$ cat config.mk
export PLATFORM = sky130hd
export DESIGN_NAME = tour_crossover_repair_flat
export DESIGN_NICKNAME = d
export VERILOG_FILES = /design/src/sv/tcr_pkg.sv /design/src/sv/tcr_chan_if.sv /design/src/sv/tcr_front.sv /design/src/sv/tcr_fifo.sv /design/src/sv/tcr_back.sv /design/src/sv/tour_crossover_repair.sv /design/src/flat_wrapper.sv
export SDC_FILE = /design/constraint.sdc
export NUM_CORES = 1
export LEC_CHECK = 0
export BUFFER_PORTS_ARGS = -buffer_cell sky130_fd_sc_hd__buf_2
export CAP_MARGIN = 20
export CORE_MARGIN = 5
export CORE_UTILIZATION = 35
export CTS_CLUSTER_SIZE = 40
export DETAILED_ROUTE_END_ITERATION = 8
export SLEW_MARGIN = 20
export SYNTH_ARGS = -nofsm -noshare
export SYNTH_HDL_FRONTEND = slang
export SYNTH_SLANG_ARGS = --single-unit
$ cat constraint.sdc
create_clock -name clk -period 7.5 [get_ports clk]
set_input_delay 1.5 -clock clk [delete_from_list [all_inputs] [get_ports clk]]
set_output_delay 1.5 -clock clk [all_outputs]
set_load 0.03 [all_outputs]
$ cat src/sv/tcr_pkg.sv
// Package for the tour crossover repair block.
// Holds the field widths, the default city limit and the queue entry type.
// No dependencies.
`default_nettype none

package tcr_pkg;

  // Width of one city code and of the city count register.
  localparam int CITY_W = 6;
  localparam int CNT_W = 7;

  // Tour position counter, saturating at its top value.
  localparam int POS_W = 7;
  localparam logic [POS_W-1:0] POS_MAX = {POS_W{1'b1}};

  // Default number of cities that the seen map can hold.
  localparam int MAX_CITIES_DEF = 64;

  // Reset value of the city count register.
  localparam logic [CNT_W-1:0] CNT_RESET = CNT_W'(64);

  // One classified tour position, passed from the front to the back.
  typedef struct packed {
    logic [CITY_W-1:0] city;
    logic              in_range;
    logic              last;
  } qent_t;

endpackage

`default_nettype wire

$ cat src/sv/tcr_chan_if.sv
// Channel interfaces for the tour crossover repair block.
// One interface carries parent genes in, one carries child cities out; uses tcr_pkg.
`default_nettype none

interface tcr_in_if
  import tcr_pkg::*;
  ();
  logic              valid;
  logic              ready;
  logic [CITY_W-1:0] gene_a;
  logic [CITY_W-1:0] gene_b;
  logic              last_in;

  modport source (output valid, output gene_a, output gene_b, output last_in, input ready);
  modport sink (input valid, input gene_a, input gene_b, input last_in, output ready);
endinterface

interface tcr_out_if
  import tcr_pkg::*;
  ();
  logic              valid;
  logic              ready;
  logic [CITY_W-1:0] child_city;
  logic              last_out;

  modport source (output valid, output child_city, output last_out, input ready);
  modport sink (input valid, input child_city, input last_out, output ready);
endinterface

`default_nettype wire

$ cat src/sv/tcr_front.sv
// Front end of the tour crossover repair block.
// Accepts parent gene beats, tracks the tour position and picks the candidate city.
// Depends on tcr_pkg and tcr_chan_if.
`default_nettype none

module tcr_front
  import tcr_pkg::*;
(
  input  wire logic             clk,
  input  wire logic             rst_n,
  tcr_in_if.sink                in_ch,
  input  wire logic [CNT_W-1:0] count,
  input  wire logic             q_full,
  output logic                  q_push,
  output qent_t                 q_data
);

  logic [POS_W-1:0] pos_r;
  logic [POS_W-1:0] pos_nxt;
  logic [CNT_W-1:0] half;
  logic [CITY_W-1:0] cand;

  // A beat is taken whenever the queue has room.
  assign in_ch.ready = !q_full;
  assign q_push = in_ch.valid && !q_full;

  // Child takes parent A before the crossover point and parent B after it.
  assign half = count >> 1;
  assign cand = (CNT_W'(pos_r) < half) ? in_ch.gene_a : in_ch.gene_b;

  always_comb begin
    q_data.city = cand;
    q_data.in_range = (CNT_W'(cand) < count);
    q_data.last = in_ch.last_in;
  end

  // Position restarts after the final beat of a tour and saturates otherwise.
  always_comb begin
    pos_nxt = pos_r;
    if (q_push) begin
      if (in_ch.last_in) begin
        pos_nxt = '0;
      end else if (pos_r != POS_MAX) begin
        pos_nxt = pos_r + 1'b1;
      end
    end
  end

  always_ff @(posedge clk) begin
    if (!rst_n) begin
      pos_r <= '0;
    end else begin
      pos_r <= pos_nxt;
    end
  end

endmodule

`default_nettype wire

$ cat src/sv/tcr_fifo.sv
// Two-entry queue between the front and the back of the crossover block.
// Holds classified positions so either side can stall alone; uses tcr_pkg.
`default_nettype none

module tcr_fifo
  import tcr_pkg::*;
(
  input  wire logic clk,
  input  wire logic rst_n,
  input  wire logic push,
  input  wire qent_t push_data,
  input  wire logic pop,
  output logic      full,
  output logic      not_empty,
  output qent_t     head
);

  qent_t      mem_r [2];
  logic       wr_ptr_r;
  logic       rd_ptr_r;
  logic [1:0] cnt_r;
  logic [1:0] cnt_nxt;

  assign full = cnt_r[1];
  assign not_empty = (cnt_r != 2'd0);
  assign head = mem_r[rd_ptr_r];

  // Occupancy follows the push and pop strobes.
  always_comb begin
    cnt_nxt = cnt_r;
    if (push && !pop) begin
      cnt_nxt = cnt_r + 2'd1;
    end else if (pop && !push) begin
      cnt_nxt = cnt_r - 2'd1;
    end
  end

  always_ff @(posedge clk) begin
    if (!rst_n) begin
      wr_ptr_r <= 1'b0;
      rd_ptr_r <= 1'b0;
      cnt_r <= 2'd0;
    end else begin
      cnt_r <= cnt_nxt;
      if (push) begin
        wr_ptr_r <= !wr_ptr_r;
      end
      if (pop) begin
        rd_ptr_r <= !rd_ptr_r;
      end
    end
  end

  // Entry storage.
  always_ff @(posedge clk) begin
    if (push) begin
      mem_r[wr_ptr_r] <= push_data;
    end
  end

endmodule

`default_nettype wire

$ cat src/sv/tcr_back.sv
// Back end of the tour crossover repair block.
// Filters repeated cities with a seen map, drains unseen cities and drives results.
// Depends on tcr_pkg and tcr_chan_if.
`default_nettype none

module tcr_back
  import tcr_pkg::*;
#(
  parameter int MAX_CITIES = MAX_CITIES_DEF
) (
  input  wire logic             clk,
  input  wire logic             rst_n,
  input  wire logic [CNT_W-1:0] count,
  input  wire logic             q_valid,
  input  wire qent_t            q_head,
  output logic                  q_pop,
  tcr_out_if.source             out_ch
);

  localparam int IDX_W = $clog2(MAX_CITIES);
  localparam logic [MAX_CITIES-1:0] ONE = MAX_CITIES'(1);

  // Back end states.
  localparam logic ST_TAKE = 1'b0;
  localparam logic ST_DRAIN = 1'b1;

  logic                  state_r;
  logic                  state_nxt;
  logic [IDX_W-1:0]      scan_r;
  logic [IDX_W-1:0]      scan_nxt;
  logic [MAX_CITIES-1:0] seen_r;
  logic [MAX_CITIES-1:0] seen_nxt;
  logic                  out_valid_r;
  logic [CITY_W-1:0]     out_city_r;
  logic                  out_last_r;

  logic [MAX_CITIES-1:0] below;
  logic [MAX_CITIES-1:0] unseen;
  logic [MAX_CITIES-1:0] cand_hot;
  logic [MAX_CITIES-1:0] scan_hot;
  logic                  out_free;
  logic                  emit;
  logic [CITY_W-1:0]     emit_city;
  logic                  emit_last;
  logic                  cand_new;

  assign out_ch.valid = out_valid_r;
  assign out_ch.child_city = out_city_r;
  assign out_ch.last_out = out_last_r;
  assign out_free = !out_valid_r || out_ch.ready;

  // Cities below the current count, and those of them not yet placed.
  always_comb begin
    for (int i = 0; i < MAX_CITIES; i++) begin
      below[i] = (CNT_W'(i) < count);
    end
  end
  assign unseen = ~seen_r & below;

  assign cand_hot = q_head.in_range ? (ONE << q_head.city[IDX_W-1:0]) : '0;
  assign cand_new = ((unseen & cand_hot) != '0);
  assign scan_hot = ONE << scan_r;

  // Candidate filtering and the ascending drain of unseen cities.
  always_comb begin
    state_nxt = state_r;
    scan_nxt = scan_r;
    seen_nxt = seen_r;
    q_pop = 1'b0;
    emit = 1'b0;
    emit_city = q_head.city;
    emit_last = 1'b0;
    case (state_r)
      ST_TAKE: begin
        if (q_valid && (!cand_new || out_free)) begin
          q_pop = 1'b1;
          if (cand_new) begin
            emit = 1'b1;
            emit_last = q_head.last && ((unseen & ~cand_hot) == '0);
            seen_nxt = seen_r | cand_hot;
          end
          if (q_head.last) begin
            if ((unseen & ~cand_hot) == '0) begin
              seen_nxt = '0;
            end else begin
              state_nxt = ST_DRAIN;
              scan_nxt = '0;
            end
          end
        end
      end
      ST_DRAIN: begin
        if ((unseen & scan_hot) != '0) begin
          if (out_free) begin
            emit = 1'b1;
            emit_city = CITY_W'(scan_r);
            emit_last = ((unseen & ~scan_hot) == '0);
            if ((unseen & ~scan_hot) == '0) begin
              seen_nxt = '0;
              state_nxt = ST_TAKE;
            end else begin
              seen_nxt = seen_r | scan_hot;
              scan_nxt = scan_r + 1'b1;
            end
          end
        end else begin
          scan_nxt = scan_r + 1'b1;
        end
      end
      default: begin
        state_nxt = ST_TAKE;
      end
    endcase
  end

  // Control state and the seen map.
  always_ff @(posedge clk) begin
    if (!rst_n) begin
      state_r <= ST_TAKE;
      scan_r <= '0;
      seen_r <= '0;
      out_valid_r <= 1'b0;
    end else begin
      state_r <= state_nxt;
      scan_r <= scan_nxt;
      seen_r <= seen_nxt;
      if (emit) begin
        out_valid_r <= 1'b1;
      end else if (out_ch.ready) begin
        out_valid_r <= 1'b0;
      end
    end
  end

  // Output register payload.
  always_ff @(posedge clk) begin
    if (emit) begin
      out_city_r <= emit_city;
      out_last_r <= emit_last;
    end
  end

endmodule

`default_nettype wire

$ cat src/sv/tour_crossover_repair.sv
// Top level of the tour crossover repair block.
// Holds the city count register and joins front, queue and back; uses tcr_pkg.
//
//   channel  | direction | beat contents
//   ---------+-----------+------------------------------------
//   in_ch    | sink      | gene_a, gene_b, last_in
//   out_ch   | source    | child_city, last_out
//   cfg_*    | write     | city count (7 bits), no read-back
//
// The front takes one tour position per cycle while the queue has room, and
// the back handles one queued position per cycle outside its drain state
// while its output is not stalled. After the final position the back scans
// the seen map one city per cycle, holding on an unseen city while stalled.
// Reset is synchronous and clears the seen map, position and all valid bits.
// A stall on out_ch holds the output register; input then stops once the
// two-entry queue fills.
`default_nettype none

module tour_crossover_repair
  import tcr_pkg::*;
#(
  parameter int MAX_CITIES = MAX_CITIES_DEF
) (
  input  wire logic             clk,
  input  wire logic             rst_n,
  tcr_in_if.sink                in_ch,
  tcr_out_if.source             out_ch,
  input  wire logic             cfg_we,
  input  wire logic [CNT_W-1:0] cfg_data
);

  localparam logic [CNT_W-1:0] CNT_LIMIT = CNT_W'(MAX_CITIES);

  logic [CNT_W-1:0] count_r;
  logic             q_push;
  logic             q_pop;
  logic             q_full;
  logic             q_valid;
  qent_t            q_data;
  qent_t            q_head;

  // City count, clamped to the seen map size on write.
  always_ff @(posedge clk) begin
    if (!rst_n) begin
      count_r <= (CNT_RESET > CNT_LIMIT) ? CNT_LIMIT : CNT_RESET;
    end else if (cfg_we) begin
      count_r <= (cfg_data > CNT_LIMIT) ? CNT_LIMIT : cfg_data;
    end
  end

  tcr_front u_front (
    .clk    (clk),
    .rst_n  (rst_n),
    .in_ch  (in_ch),
    .count  (count_r),
    .q_full (q_full),
    .q_push (q_push),
    .q_data (q_data)
  );

  tcr_fifo u_fifo (
    .clk       (clk),
    .rst_n     (rst_n),
    .push      (q_push),
    .push_data (q_data),
    .pop       (q_pop),
    .full      (q_full),
    .not_empty (q_valid),
    .head      (q_head)
  );

  tcr_back #(
    .MAX_CITIES (MAX_CITIES)
  ) u_back (
    .clk     (clk),
    .rst_n   (rst_n),
    .count   (count_r),
    .q_valid (q_valid),
    .q_head  (q_head),
    .q_pop   (q_pop),
    .out_ch  (out_ch)
  );

endmodule

`default_nettype wire

$ cat src/flat_wrapper.sv
// flat-port wrapper written by rule: the top's interface ports become plain ports
module tour_crossover_repair_flat import tcr_pkg::*;
#(
  parameter int MAX_CITIES = MAX_CITIES_DEF
)
  (clk, rst_n, cfg_we, cfg_data, in_ch_valid, in_ch_gene_a, in_ch_gene_b, in_ch_last_in, in_ch_ready, out_ch_valid, out_ch_child_city, out_ch_last_out, out_ch_ready);
  tcr_in_if in_ch_i ();
  tcr_out_if out_ch_i ();
  input  wire logic clk;
  input  wire logic rst_n;
  input  wire logic cfg_we;
  input  wire logic [CNT_W-1:0] cfg_data;
  input wire logic [$bits(in_ch_i.valid)-1:0] in_ch_valid;
  input wire logic [$bits(in_ch_i.gene_a)-1:0] in_ch_gene_a;
  input wire logic [$bits(in_ch_i.gene_b)-1:0] in_ch_gene_b;
  input wire logic [$bits(in_ch_i.last_in)-1:0] in_ch_last_in;
  output wire logic [$bits(in_ch_i.ready)-1:0] in_ch_ready;
  output wire logic [$bits(out_ch_i.valid)-1:0] out_ch_valid;
  output wire logic [$bits(out_ch_i.child_city)-1:0] out_ch_child_city;
  output wire logic [$bits(out_ch_i.last_out)-1:0] out_ch_last_out;
  input wire logic [$bits(out_ch_i.ready)-1:0] out_ch_ready;
  assign in_ch_i.valid = in_ch_valid;
  assign in_ch_i.gene_a = in_ch_gene_a;
  assign in_ch_i.gene_b = in_ch_gene_b;
  assign in_ch_i.last_in = in_ch_last_in;
  assign in_ch_ready = in_ch_i.ready;
  assign out_ch_valid = out_ch_i.valid;
  assign out_ch_child_city = out_ch_i.child_city;
  assign out_ch_last_out = out_ch_i.last_out;
  assign out_ch_i.ready = out_ch_ready;
  tour_crossover_repair #(.MAX_CITIES(MAX_CITIES)) u_core (.clk(clk), .rst_n(rst_n), .in_ch(in_ch_i), .out_ch(out_ch_i), .cfg_we(cfg_we), .cfg_data(cfg_data));
endmodule
==> impl_metrics.json <==
{
  "synth_flop_cell": "dfxtp_1",
  "critical_path.startpoint_type": "register",
  "cp_num_buf_inv": 1,
  "synth_cell_type_count": 92,
  "start_util_pct": 35.26,
  "cp_slowest_stage_delay_ps": 1030,
  "synth_edf_count": 23,
  "synth_top_cell_by_area": "dfxtp_1",
  "routed_wirelength_um": 59380,
  "max-slew-margin-rel_pct": 20.13,
  "synth_compound_area_share_pct": 34.04,
  "track_usage_pct": 36.96,
  "fp.dieW_um": 176.8,
  "hold_violations": 0,
  "antenna_found_initial": 0,
  "avgSynthCellArea_sq_um": 7.660,
  "wire_per_inst_um": 35.70,
  "skew_ps": 16.28,
  "cpLargestDelayFamily": "simple AND/OR/NAND/NOR gates",
  "required_ps": 7780,
  "num_vias": 11885,
  "muxShareOfSynthArea_pct": 1.836,
  "clkTransAtPathRegs_ps": 60,
  "p_int_mw": 1.571,
  "tns_ps": 0,
  "p_clk_share_pct": 27.5,
  "yosys-top-cells-area": "dfxtp_1 19%, edfxtp_1 7.1%, nand2_1 6.4%",
  "path_class": "reg -> reg",
  "clk_path_buf_depth": 2,
  "fillCellCount": 2940,
  "routed_via_density": 7.147,
  "register_area_sq_um": 2512,
  "rsz0062_at_grt": "no",
  "first_iter_violations": 2241,
  "cts_num_sinks": 114,
  "cts-root-buf": "clkbuf_16",
  "setup_viol": 0,
  "hold_buffers": 0,
  "dpl.hpwl_um": 43520,
  "fin_crit_sh_pct": 75.64,
  "cts_setup_buffers": 0,
  "syn_inst": 1272,
  "p_per_area_nw_per_um2": 281.3,
  "crit_path_end_kind": "register",
  "rows": 61,
  "p_sw_share_pct": 48.86,
  "async_flop_share_pct": 0,
  "synth_top_family_by_area": "compound AO/OA/AOI/OAI gates",
  "crit_chain": "nor3_4 > buf_4 > a221oi_1 > a2111oi_0 > o2111ai_1 > nor4_1 > nand3_1 > nand2_1 > o211a_4 > o22ai_1",
  "hold_slack_ps": 473.6,
  "detail-route-antenna-nets": 0,
  "synth_xor_area_share_pct": 0.6293,
  "fmax_ghz": 0.1763,
  "post-route-min-period_ps": 5673,
  "multi_input_area_sq_um": 6720,
  "grt_pass1_wl_um": 82830,
  "insertion_delay_ps": 440,
  "crit_fanout": 60,
  "drive_above_1_share_pct": 12.38,
  "netlist_area_sq_um": 9743,
  "hold_class": "reg -> reg",
  "power.leakage_nw": 3.607,
  "cts_max_level": 4,
  "first_pass_iters": 7,
  "core-area_sq_um": 27630,
  "slew_violations": 0,
  "grt_pass1_vias": 11026,
  "syn-num-nets": 1315,
  "cts_tree": "yes",
  "ys_seq_area_share_pct": 25.79,
  "synth-adder-area-share_pct": 2.312,
  "p_comb_share_pct": 46.4,
  "worst_slew_pin_slew_ps": 1187,
  "synthToLayoutAreaGrowth_pct": 12.03,
  "ir_drop_mv": 0.1295,
  "maxCapViolCount": 0,
  "synth_top_cell_area_share_pct": 18.70,
  "ys_seq_elements": 114,
  "synth-simple-area-share_pct": 29.55,
  "status": "complete, no violations",
  "drc": 0,
  "p_switching_mw": 1.500,
  "die_height_um": 176.8,
  "grt_max_degree": 61,
  "cts_resized": 0,
  "nets": 1314,
  "yosys_warnings": 0,
  "die_area_sq_um": 31270,
  "pwr-share-seq_pct": 26.0,
  "crit_path_top_delay_cell": "nor4_1",
  "place.gp.congestion": 1.063,
  "gr-total-overflow": 0,
  "numCtsBuffers": 17,
  "port_buffers": 33,
  "io_pins": 34,
  "worst_ep_arrival_time_ps": 5950
}
## synth_stat cells (23+ instances only)
| cell | count |
|---|---|
| o22ai_1 | 78 |
| nor2_1 | 85 |
| nor2b_1 | 24 |
| a22oi_1 | 43 |
| and2_1 | 23 |
| nand3_1 | 52 |
| edfxtp_1 | 23 |
| a211oi_1 | 28 |
| a31oi_1 | 23 |
| dfxtp_1 | 91 |
| clkbuf_1 | 61 |
| buf_2 | 23 |
| nand4_1 | 32 |
| o21ai_0 | 29 |
| a21oi_1 | 47 |
| o22a_1 | 26 |
| nand2_1 | 166 |
## power by group through the flow
stage	Combinational [mW]	Clock (mW)	Sequential (mW)
after floorplan	0.810	0	0.807
after global placement	1.37	0	0.806
after detailed placement	1.36	0	0.809
after CTS	1.36	0.841	0.796
after global routing	1.45	0.873	0.807
final	1.43	0.846	0.799
## path summary, 6_finish.rpt
path | to | slack [ps] | start | depth (start not counted)
max | u_core.u_back.seen_r[12]$_SDFFE_PN0P_ | 1830 | u_core.count_r[4]$_SDFFE_PN0P_ | 10
min | u_core.u_back.seen_r[33]$_SDFFE_PN0P_ | 470 | u_core.u_back.seen_r[33]$_SDFFE_PN0P_ | 2
max reg2reg | u_core.u_back.seen_r[12]$_SDFFE_PN0P_ | 1830 | u_core.count_r[4]$_SDFFE_PN0P_ | 10
min reg2reg | u_core.u_back.seen_r[33]$_SDFFE_PN0P_ | 470 | u_core.u_back.seen_r[33]$_SDFFE_PN0P_ | 2
## cells by family (layout without fill, tap and decap cells)
family                   Yosys count  in the layout
flip-flops                       114            114
AND/OR/NAND/NOR                  540            540
adder cells (fa/ha/maj)           18             18
AO/OA/AOI/OAI                    450            450
other                              0              1
buffers and inverters            126            138
XOR/XNOR                           7              7
multiplexers                      17             17
## per-stage QoR
| step | utilization, % | setup WS [ps] | std cells | cell area [sq um] | power, mW |
|---|---|---|---|---|---|
| 5_1_grt | 39.50 | 1817 | 1662 | 10910 | 3.131 |
| 3_3_place_gp | 37.42 | 2134 | 1630 | 10340 | 2.176 |
| 4_1_cts | 39.50 | 2159 | 1662 | 10910 | 2.997 |
| 2_1_floorplan | - | 3412 | 1272 | 9743 | 1.617 |
| 3_5_place_dp | 37.44 | 2158 | 1630 | 10340 | 2.165 |
| 6_report | 39.51 | 1827 | 1663 | 10920 | 3.071 |
## worst reg2reg max path, cell delays in order, from the launching register on
cell and delay (ps):
dfxtp_1 680, nor3_4 930, buf_4 350, a221oi_1 150, a2111oi_0 600, o2111ai_1 210, nor4_1 1030, nand3_1 380
nand2_1 220, o211a_4 710, o22ai_1 280
## placed cells by master (no fill, tap or decap), types with 15 or more instances in the layout
cell | synthesis | routed
o22a_1 | 26 | 26
nand2b_1 | 15 | 15
edfxtp_1 | 23 | 23
ha_1 | 18 | 18
nor2b_1 | 24 | 22
nor2_1 | 85 | 85
a22oi_1 | 43 | 43
nor3_1 | 19 | 19
nand3_1 | 52 | 52
and3_1 | 21 | 21
nand2_1 | 166 | 166
inv_1 | 20 | 20
o22ai_1 | 78 | 78
nand4_1 | 32 | 32
dfxtp_1 | 91 | 91
o21ai_0 | 29 | 28
and2_1 | 23 | 23
a2bb2oi_1 | 19 | 19
buf_2 | 23 | 33
a21oi_1 | 47 | 46
buf_4 | 12 | 53
a31oi_1 | 23 | 22
clkbuf_16 | 0 | 17
a32oi_1 | 21 | 21
a211oi_1 | 28 | 25
## state kept, by name, summed over array words and instances (netlist names), 2 cells and up, named ones only
register                         cells
u_core.u_back.seen_r                64
u_core.u_fifo.mem_r                 16
u_core.count_r                       7
u_core.u_front.pos_r                 7
u_core.u_back.out_ch.child_city      6
u_core.u_back.scan_r                 6
u_core.u_fifo.cnt_r                  2
## metal layers
layer	global-route usage, %	wire length, um	vias up
met5	0	0	-
met4	20.41	4085	0
met3	10.28	7484	217
met2	52.15	23740	1007
met1	50.66	24070	5693
li1	-	-	4968
## cell type report
cell class / instances / share of cell area, %
clock inverters: 14 / 1.284
clock buffers: 18 / 3.932
multi-input cells: 1032 / 61.57
flip-flops and latches: 114 / 23.02
diodes: 1 / 0.02293
well taps: 378 / 4.333
repair buffers: 86 / 5.158
inverters: 20 / 0.6878
Note: power is estimated with default switching activity, not from simulation.
